`config.mk`:
```
export PLATFORM = sky130hd
export DESIGN_NAME = rgb565_hsv_red_classifier_unit
export DESIGN_NICKNAME = d
export VERILOG_FILES = /design/src/hdl/rhsv_pkg.sv /design/src/hdl/rhsv_front.sv /design/src/hdl/rhsv_div.sv /design/src/hdl/rhsv_out.sv /design/src/hdl/rgb565_hsv_red_classifier_unit.sv
export SDC_FILE = /design/constraint.sdc
export NUM_CORES = 2
export LEC_CHECK = 0
export BUFFER_PORTS_ARGS = -buffer_cell sky130_fd_sc_hd__buf_4
export CORE_MARGIN = 2
export CORE_UTILIZATION = 58
export CTS_CLUSTER_SIZE = 30
export DETAILED_ROUTE_END_ITERATION = 6
export PLACE_DENSITY = 0.75
export SETUP_SLACK_MARGIN = 0.02
export SLEW_MARGIN = 25
export SYNTH_ARGS = -nofsm -noshare
export SYNTH_HDL_FRONTEND = slang
export SYNTH_SLANG_ARGS = --single-unit
```
`constraint.sdc`:
```
create_clock -name clk -period 21.5 [get_ports clk]
set_clock_uncertainty 0.1 [all_clocks]
set_input_delay 1.075 -clock clk [delete_from_list [all_inputs] [get_ports clk]]
set_output_delay 1.075 -clock clk [all_outputs]
set_load 0.005 [all_outputs]
```
`src/hdl/rhsv_pkg.sv`:
```
// Types, constants and register codes shared by the RGB565 HSV red classifier.
package rhsv_pkg;

	localparam int CH_W          = 11;
	localparam int DEN_W         = 14;
	localparam int CFG_W         = 16;
	localparam int HUE_W         = 16;
	localparam int SAT_W         = 17;
	localparam int CFG_IDX_W     = 2;
	localparam int FRAC_BITS_DEF = 16;

	localparam logic [CH_W-1:0] SCALE_RB = CH_W'(63);
	localparam logic [CH_W-1:0] SCALE_G  = CH_W'(31);

	localparam logic [CFG_W-1:0] SAT_THR_RST = CFG_W'(32768);
	localparam logic [CFG_W-1:0] HUE_LO_RST  = CFG_W'(3277);
	localparam logic [CFG_W-1:0] HUE_HI_RST  = CFG_W'(58982);

	typedef enum logic [CFG_IDX_W-1:0] {
		CFG_SAT_THR = 2'd0,
		CFG_HUE_LO  = 2'd1,
		CFG_HUE_HI  = 2'd2
	} cfg_idx_t;

	typedef enum logic [1:0] {
		MAX_RED   = 2'd0,
		MAX_GREEN = 2'd1,
		MAX_BLUE  = 2'd2
	} max_sel_t;

	typedef struct packed {
		logic [4:0] red;
		logic [5:0] green;
		logic [4:0] blue;
	} pix_t;

	typedef struct packed {
		logic [HUE_W-1:0] hue;
		logic [SAT_W-1:0] saturation;
		logic [CH_W-1:0]  brightness;
		logic             present;
	} result_t;

	typedef struct packed {
		logic [DEN_W-1:0] sat_num;
		logic [DEN_W-1:0] sat_den;
		logic [DEN_W-1:0] hue_num;
		logic [DEN_W-1:0] hue_den;
		logic [CH_W-1:0]  brightness;
	} div_job_t;

	typedef struct packed {
		logic [CFG_W-1:0] sat;
		logic [CFG_W-1:0] hue_lo;
		logic [CFG_W-1:0] hue_hi;
	} thr_t;

endpackage

```
`src/hdl/rhsv_front.sv`:
```
// Front stages: channel scaling, max/min search, hue numerator and divisors.
module rhsv_front import rhsv_pkg::*; (
	input  logic     clk,
	input  logic     arst_n,
	input  logic     pix_valid,
	output logic     pix_ready,
	input  pix_t     pix,
	output logic     job_valid,
	input  logic     job_ready,
	output div_job_t job
);

	logic            valid_s1, valid_s2;
	logic            rdy_s1, rdy_s2;
	logic [CH_W-1:0] r_sc, g_sc, b_sc, mx_c, mn_c;
	max_sel_t        sel_c;
	logic [CH_W-1:0] r_s1, g_s1, b_s1, mx_s1, mn_s1;
	max_sel_t        sel_s1;
	logic [CH_W-1:0] delta;
	logic [DEN_W-1:0] delta_w, six_w, rw, gw, bw, num_c;
	div_job_t        job_c, job_s2;

	assign rdy_s2    = !valid_s2 || job_ready;
	assign rdy_s1    = !valid_s1 || rdy_s2;
	assign pix_ready = rdy_s1;
	assign job_valid = valid_s2;
	assign job       = job_s2;

	always_comb begin
		r_sc  = CH_W'(pix.red) * SCALE_RB;
		g_sc  = CH_W'(pix.green) * SCALE_G;
		b_sc  = CH_W'(pix.blue) * SCALE_RB;
		mx_c  = r_sc;
		sel_c = MAX_RED;
		if (g_sc > mx_c) begin
			mx_c  = g_sc;
			sel_c = MAX_GREEN;
		end
		if (b_sc > mx_c) begin
			mx_c  = b_sc;
			sel_c = MAX_BLUE;
		end
		mn_c = r_sc;
		if (g_sc < mn_c) begin
			mn_c = g_sc;
		end
		if (b_sc < mn_c) begin
			mn_c = b_sc;
		end
	end

	always_comb begin
		delta   = mx_s1 - mn_s1;
		delta_w = DEN_W'(delta);
		six_w   = (delta_w << 2) + (delta_w << 1);
		rw      = DEN_W'(r_s1);
		gw      = DEN_W'(g_s1);
		bw      = DEN_W'(b_s1);
		unique case (sel_s1)
			MAX_RED: begin
				if (g_s1 >= b_s1) begin
					num_c = gw - bw;
				end else begin
					num_c = six_w + gw - bw;
				end
			end
			MAX_GREEN: num_c = (delta_w << 1) + bw - rw;
			MAX_BLUE:  num_c = (delta_w << 2) + rw - gw;
			default:   num_c = '0;
		endcase
		job_c.sat_num    = delta_w;
		job_c.sat_den    = (delta == '0) ? DEN_W'(1) : DEN_W'(mx_s1);
		job_c.hue_num    = num_c;
		job_c.hue_den    = (delta == '0) ? DEN_W'(1) : six_w;
		job_c.brightness = mx_s1;
	end

	always_ff @(posedge clk or negedge arst_n) begin
		if (!arst_n) begin
			valid_s1 <= 1'b0;
			valid_s2 <= 1'b0;
		end else begin
			if (rdy_s1) begin
				valid_s1 <= pix_valid;
			end
			if (rdy_s2) begin
				valid_s2 <= valid_s1;
			end
		end
	end

	always_ff @(posedge clk) begin
		if (rdy_s1 && pix_valid) begin
			r_s1   <= r_sc;
			g_s1   <= g_sc;
			b_s1   <= b_sc;
			mx_s1  <= mx_c;
			mn_s1  <= mn_c;
			sel_s1 <= sel_c;
		end
		if (rdy_s2 && valid_s1) begin
			job_s2 <= job_c;
		end
	end

endmodule

```
`src/hdl/rhsv_div.sv`:
```
// Two-lane restoring fraction divider, one quotient bit per pipeline stage.
module rhsv_div import rhsv_pkg::*; #(
	parameter int FRAC_BITS = FRAC_BITS_DEF
) (
	input  logic                 clk,
	input  logic                 arst_n,
	input  logic                 job_valid,
	output logic                 job_ready,
	input  div_job_t             job,
	output logic                 quo_valid,
	input  logic                 quo_ready,
	output logic [FRAC_BITS:0]   sat_quo,
	output logic [FRAC_BITS:0]   hue_quo,
	output logic [CH_W-1:0]      brightness
);

	localparam int NST = FRAC_BITS + 1;
	localparam int QW  = FRAC_BITS + 1;

	logic             valid_s [NST];
	logic             rdy     [NST];
	logic [DEN_W-1:0] srem_s  [NST];
	logic [DEN_W-1:0] sden_s  [NST];
	logic [DEN_W-1:0] hrem_s  [NST];
	logic [DEN_W-1:0] hden_s  [NST];
	logic [QW-1:0]    squo_s  [NST];
	logic [QW-1:0]    hquo_s  [NST];
	logic [CH_W-1:0]  bri_s   [NST];

	function automatic logic [DEN_W:0] div_step(input logic [DEN_W-1:0] rem,
		input logic [DEN_W-1:0] den);
		logic [DEN_W:0] t;
		logic [DEN_W:0] d;
		t = {rem, 1'b0};
		d = {1'b0, den};
		if (t >= d) begin
			div_step = {1'b1, DEN_W'(t - d)};
		end else begin
			div_step = {1'b0, DEN_W'(t)};
		end
	endfunction

	assign job_ready  = rdy[0];
	assign quo_valid  = valid_s[NST-1];
	assign sat_quo    = squo_s[NST-1];
	assign hue_quo    = hquo_s[NST-1];
	assign brightness = bri_s[NST-1];

	for (genvar k = 0; k < NST; k++) begin : g_stage
		logic pv;

		if (k == NST - 1) begin : g_last
			assign rdy[k] = !valid_s[k] || quo_ready;
		end else begin : g_mid
			assign rdy[k] = !valid_s[k] || rdy[k+1];
		end

		always_ff @(posedge clk or negedge arst_n) begin
			if (!arst_n) begin
				valid_s[k] <= 1'b0;
			end else if (rdy[k]) begin
				valid_s[k] <= pv;
			end
		end

		if (k == 0) begin : g_first
			logic sq, hq;

			assign pv = job_valid;
			assign sq = job.sat_num >= job.sat_den;
			assign hq = job.hue_num >= job.hue_den;

			always_ff @(posedge clk) begin
				if (rdy[k] && pv) begin
					srem_s[k] <= sq ? job.sat_num - job.sat_den : job.sat_num;
					hrem_s[k] <= hq ? job.hue_num - job.hue_den : job.hue_num;
					sden_s[k] <= job.sat_den;
					hden_s[k] <= job.hue_den;
					squo_s[k] <= QW'(sq);
					hquo_s[k] <= QW'(hq);
					bri_s[k]  <= job.brightness;
				end
			end
		end else begin : g_step
			logic [DEN_W:0] sstep, hstep;

			assign pv    = valid_s[k-1];
			assign sstep = div_step(srem_s[k-1], sden_s[k-1]);
			assign hstep = div_step(hrem_s[k-1], hden_s[k-1]);

			always_ff @(posedge clk) begin
				if (rdy[k] && pv) begin
					srem_s[k] <= sstep[DEN_W-1:0];
					hrem_s[k] <= hstep[DEN_W-1:0];
					sden_s[k] <= sden_s[k-1];
					hden_s[k] <= hden_s[k-1];
					squo_s[k] <= {squo_s[k-1][QW-2:0], sstep[DEN_W]};
					hquo_s[k] <= {hquo_s[k-1][QW-2:0], hstep[DEN_W]};
					bri_s[k]  <= bri_s[k-1];
				end
			end
		end
	end

`ifndef SYNTH
	a_rem_below_den: assert property (@(posedge clk) disable iff (!arst_n)
		valid_s[NST-1] |-> (srem_s[NST-1] < sden_s[NST-1]) &&
			(hrem_s[NST-1] < hden_s[NST-1]))
		else $error("divider remainder not below divisor");

	a_hue_no_int: assert property (@(posedge clk) disable iff (!arst_n)
		valid_s[0] |-> !hquo_s[0][0])
		else $error("hue quotient has an integer part");

	a_sat_max_one: assert property (@(posedge clk) disable iff (!arst_n)
		valid_s[NST-1] |-> !(squo_s[NST-1][QW-1] && (|squo_s[NST-1][QW-2:0])))
		else $error("saturation quotient above one");
`endif

endmodule

```
`src/hdl/rhsv_out.sv`:
```
// Output stage: result formatting, threshold test and result register.
module rhsv_out import rhsv_pkg::*; #(
	parameter int FRAC_BITS = FRAC_BITS_DEF
) (
	input  logic               clk,
	input  logic               arst_n,
	input  logic               quo_valid,
	output logic               quo_ready,
	input  logic [FRAC_BITS:0] sat_quo,
	input  logic [FRAC_BITS:0] hue_quo,
	input  logic [CH_W-1:0]    brightness,
	input  thr_t               thr,
	output logic               res_valid,
	input  logic               res_ready,
	output result_t            res
);

	logic    valid_q;
	result_t res_c, res_q;

	assign quo_ready = !valid_q || res_ready;
	assign res_valid = valid_q;
	assign res       = res_q;

	always_comb begin
		res_c.hue        = HUE_W'(hue_quo);
		res_c.saturation = SAT_W'(sat_quo);
		res_c.brightness = brightness;
		res_c.present    = (res_c.saturation > SAT_W'(thr.sat)) &&
			((res_c.hue < thr.hue_lo) || (res_c.hue > thr.hue_hi));
	end

	always_ff @(posedge clk or negedge arst_n) begin
		if (!arst_n) begin
			valid_q <= 1'b0;
		end else if (quo_ready) begin
			valid_q <= quo_valid;
		end
	end

	always_ff @(posedge clk) begin
		if (quo_ready && quo_valid) begin
			res_q <= res_c;
		end
	end

endmodule

```
`src/hdl/rgb565_hsv_red_classifier_unit.sv`:
```
// Top level of the RGB565 to HSV converter with red presence flag.
//
//   port group   dir  handshake            payload
//   pix          in   pix_valid/pix_ready  pix_t: red, green, blue
//   res          out  res_valid/res_ready  result_t: hue, saturation, brightness, present
//   cfg          in   cfg_wen              cfg_idx, cfg_wdata (thresholds)
//
// One pixel accepted per clock unless back-pressure from res_ready stalls the pipeline.
// The divider makes one quotient bit per stage over FRAC_BITS + 1 stages.
// Reset clears all valid bits and loads the default thresholds.
// Each stage holds under stall and takes a new item as soon as its successor frees.
module rgb565_hsv_red_classifier_unit import rhsv_pkg::*; #(
	parameter int FRAC_BITS = FRAC_BITS_DEF
) (
	input  logic                 clk,
	input  logic                 arst_n,
	input  logic                 pix_valid,
	output logic                 pix_ready,
	input  pix_t                 pix,
	output logic                 res_valid,
	input  logic                 res_ready,
	output result_t              res,
	input  logic                 cfg_wen,
	input  logic [CFG_IDX_W-1:0] cfg_idx,
	input  logic [CFG_W-1:0]     cfg_wdata
);

	thr_t               thr_q;
	logic               job_valid, job_ready;
	div_job_t           job;
	logic               quo_valid, quo_ready;
	logic [FRAC_BITS:0] sat_quo, hue_quo;
	logic [CH_W-1:0]    bri;

	always_ff @(posedge clk or negedge arst_n) begin
		if (!arst_n) begin
			thr_q.sat    <= SAT_THR_RST;
			thr_q.hue_lo <= HUE_LO_RST;
			thr_q.hue_hi <= HUE_HI_RST;
		end else if (cfg_wen) begin
			unique case (cfg_idx_t'(cfg_idx))
				CFG_SAT_THR: thr_q.sat    <= cfg_wdata;
				CFG_HUE_LO:  thr_q.hue_lo <= cfg_wdata;
				CFG_HUE_HI:  thr_q.hue_hi <= cfg_wdata;
				default: ;
			endcase
		end
	end

	rhsv_front u_front (
		.clk       (clk),
		.arst_n    (arst_n),
		.pix_valid (pix_valid),
		.pix_ready (pix_ready),
		.pix       (pix),
		.job_valid (job_valid),
		.job_ready (job_ready),
		.job       (job)
	);

	rhsv_div #(
		.FRAC_BITS (FRAC_BITS)
	) u_div (
		.clk        (clk),
		.arst_n     (arst_n),
		.job_valid  (job_valid),
		.job_ready  (job_ready),
		.job        (job),
		.quo_valid  (quo_valid),
		.quo_ready  (quo_ready),
		.sat_quo    (sat_quo),
		.hue_quo    (hue_quo),
		.brightness (bri)
	);

	rhsv_out #(
		.FRAC_BITS (FRAC_BITS)
	) u_out (
		.clk        (clk),
		.arst_n     (arst_n),
		.quo_valid  (quo_valid),
		.quo_ready  (quo_ready),
		.sat_quo    (sat_quo),
		.hue_quo    (hue_quo),
		.brightness (bri),
		.thr        (thr_q),
		.res_valid  (res_valid),
		.res_ready  (res_ready),
		.res        (res)
	);

endmodule
```
==> out/results.ini <==
[status]
status=completed

[detailed_routing]
drc=0
detail-route-antenna-nets=0
vias_per_cell=5.60
dr.pass1.iters=5
wl_um=151000
drt_iter0_markers=3024
wl_per_cell_um=18.0
num_vias=46900

[die]
core_area_um2=136000
start_util_pct=58.5
rows=135
die_area_um2=140000
die_w_um=374
dieHeight_um=374
pin_count=86

[critical_path]
critPathMaxStageDelay_ns=0.55
cp.depth=31
end_kind=flop
crit_fanout=16
critPathArrivalTime_ns=8.89
regToRegSetupSlack_ns=15.17
r2r_cells=25
start_kind=primary input
crit_type=primary input to flop
crit_family=adder cells
cp_slowest_cell=fa_1
crit_buf_inv=5
crit_required_ns=21.94

[clock_network]
cts_buffers=161
cts_sinks=1555
clkSlewWorstSetupHoldPaths_ns=0.06
clk_latency_ns=0.79
clockBufferDepth=3
ctsHoldBuffers=0
cts_root_buf=clkbuf_16
cts_resized=0
cts_tree=built
post_cts_buffers=0
htree_levels=4

[placed_design]
dp_hpwl_um=111000
io_buffers=85
gp_congestion=0.885
place_ws_ns=12.22

[yosys]
synth_top_cell_by_area=edfxtp_1
synthCells=6263
yosysMostFrequentCell=edfxtp_1
synth_seq_cells=1555
async_flop_share_pct=4.37
yosysSeqAreaShare_pct=58.3
synthDistinctLibCells=83
synth_nets=7029
synth_top_area_share_pct=56.2
syn_area_um2=79500
synth_area_leaders=edfxtp_1 56%, ha_1 10%, inv_1 3.7%
synth_commonest_cells=1,487 x edfxtp_1, 773 x inv_1, 641 x ha_1
yosysWarnings=0
avgSynthCellArea_um2=12.7
synth_edf_count=1487
synth_ff_type=edfxtp_1

[cells_and_area]
drive_gt1_share_pct=9.40
fin_nets=7237
syn_to_final_growth_pct=10.3

[sta]
drv_slew=0
rsz0062_at_grt=false
min_period_over_period_pct=39.3
post-route-min-period_ns=8.45
slew_headroom_pct=26.8
tns_ns=0
fmax_ghz=0.118
hold_viol=0
worst_pin_slew_ns=1.09
fin_ws_ns=13.05
setup_viol=0

[run]
maxCapViolCount=0

[grt]
antenna_found_initial=0
gr-total-overflow=0
grt_max_degree=77
grt_use_total_pct=21.7
grt_pass1_vias=47600
grt_pass1_wl_um=245000

[hold_path]
hold_class=primary input to async pin

cell families (layout without fill, tap and decap cells):
logic type | after synthesis | in the layout | share of synthesized area [%]
AND/OR/NAND/NOR | 1209 | 1209 | 7.59
XOR/XNOR | 412 | 412 | 4.55
flip-flops | 1555 | 1555 | 58.3
buffers and inverters | 852 | 1187 | 4.08
AO/OA/AOI/OAI | 1284 | 1284 | 10.1
other | 0 | 1 | 0
multiplexers | 222 | 222 | 3.07
adder cells (fa/ha/maj) | 729 | 729 | 12.3
per-layer routing:
layer	share of wire, %	vias to the layer above	global-route usage [%]
li1	-	23100	-
met2	51	964	39.0
met1	42	22600	26.7
met3	3.9	292	3.08
met5	0	-	0
met4	3.3	0	7.96
placed cells by master (no fill, tap or decap), types with 148 or more instances in the layout:
cell type  instances
clkbuf_16        161
edfxtp_1        1487
o21ai_0          296
inv_1            773
nor2_1           341
a21o_1           212
ha_1             641
mux2_2           170
xnor2_1          263
a21oi_1          418
xor2_1           148
nand2_1          239
area by class of cell:
| class | count | area (um^2) |
|---|---|---|
| fill | 9792 | 48200 |
| tap | 1781 | 2230 |
| multi-input combinational | 3856 | 30000 |
| timing repair buffer | 124 | 955 |
| inverter | 773 | 2900 |
| antenna | 1 | 2.50 |
| clock buffer | 197 | 4220 |
| sequential | 1555 | 46400 |
| clock inverter | 93 | 976 |
metrics by stage:
step	std cells	hold WS [ns]	util (%)	instance area, um^2
after floorplan	6263	0.300	-	79500
after global placement	8088	0.300	60.7	82400
after detailed placement	8088	0.305	60.7	82400
after CTS	8378	0.309	64.5	87600
after global routing	8379	0.244	64.5	87600
final	8380	0.218	64.5	87600
final timing paths:
path                                                start                        endpoint
max                                               pix[13]      u_front.mx_s1[0]$_DFFE_PP_
min                                                arst_n           thr_q[25]$_DFFE_PN0P_
max reg2reg                    u_front.mx_s1[1]$_DFFE_PP_       u_front.job[38]$_DFFE_PP_
min reg2reg                u_div.hquo_s[0][213]$_DFFE_PP_  u_div.hquo_s[0][231]$_DFFE_PP_
max in group asynchronous                          arst_n           thr_q[39]$_DFFE_PN0P_
min in group clk           u_div.hquo_s[0][213]$_DFFE_PP_  u_div.hquo_s[0][231]$_DFFE_PP_
sequential cells by signal, summed over array words and instances, names as in the netlist, 16 cells and up:
register and cells:
u_div.hden_s 224, u_div.hrem_s 224, u_div.srem_s 224, u_div.bri_s 187
u_div.sden_s 176, u_div.squo_s 153, u_div.hquo_s 136, u_front.job 61
thr_q 48, u_out.res 45, u_div.g_stage.pv 16
Power is left out: the tool's default activity adds up to more than one toggle a clock period on the data nets, which glitch-free logic cannot reach.
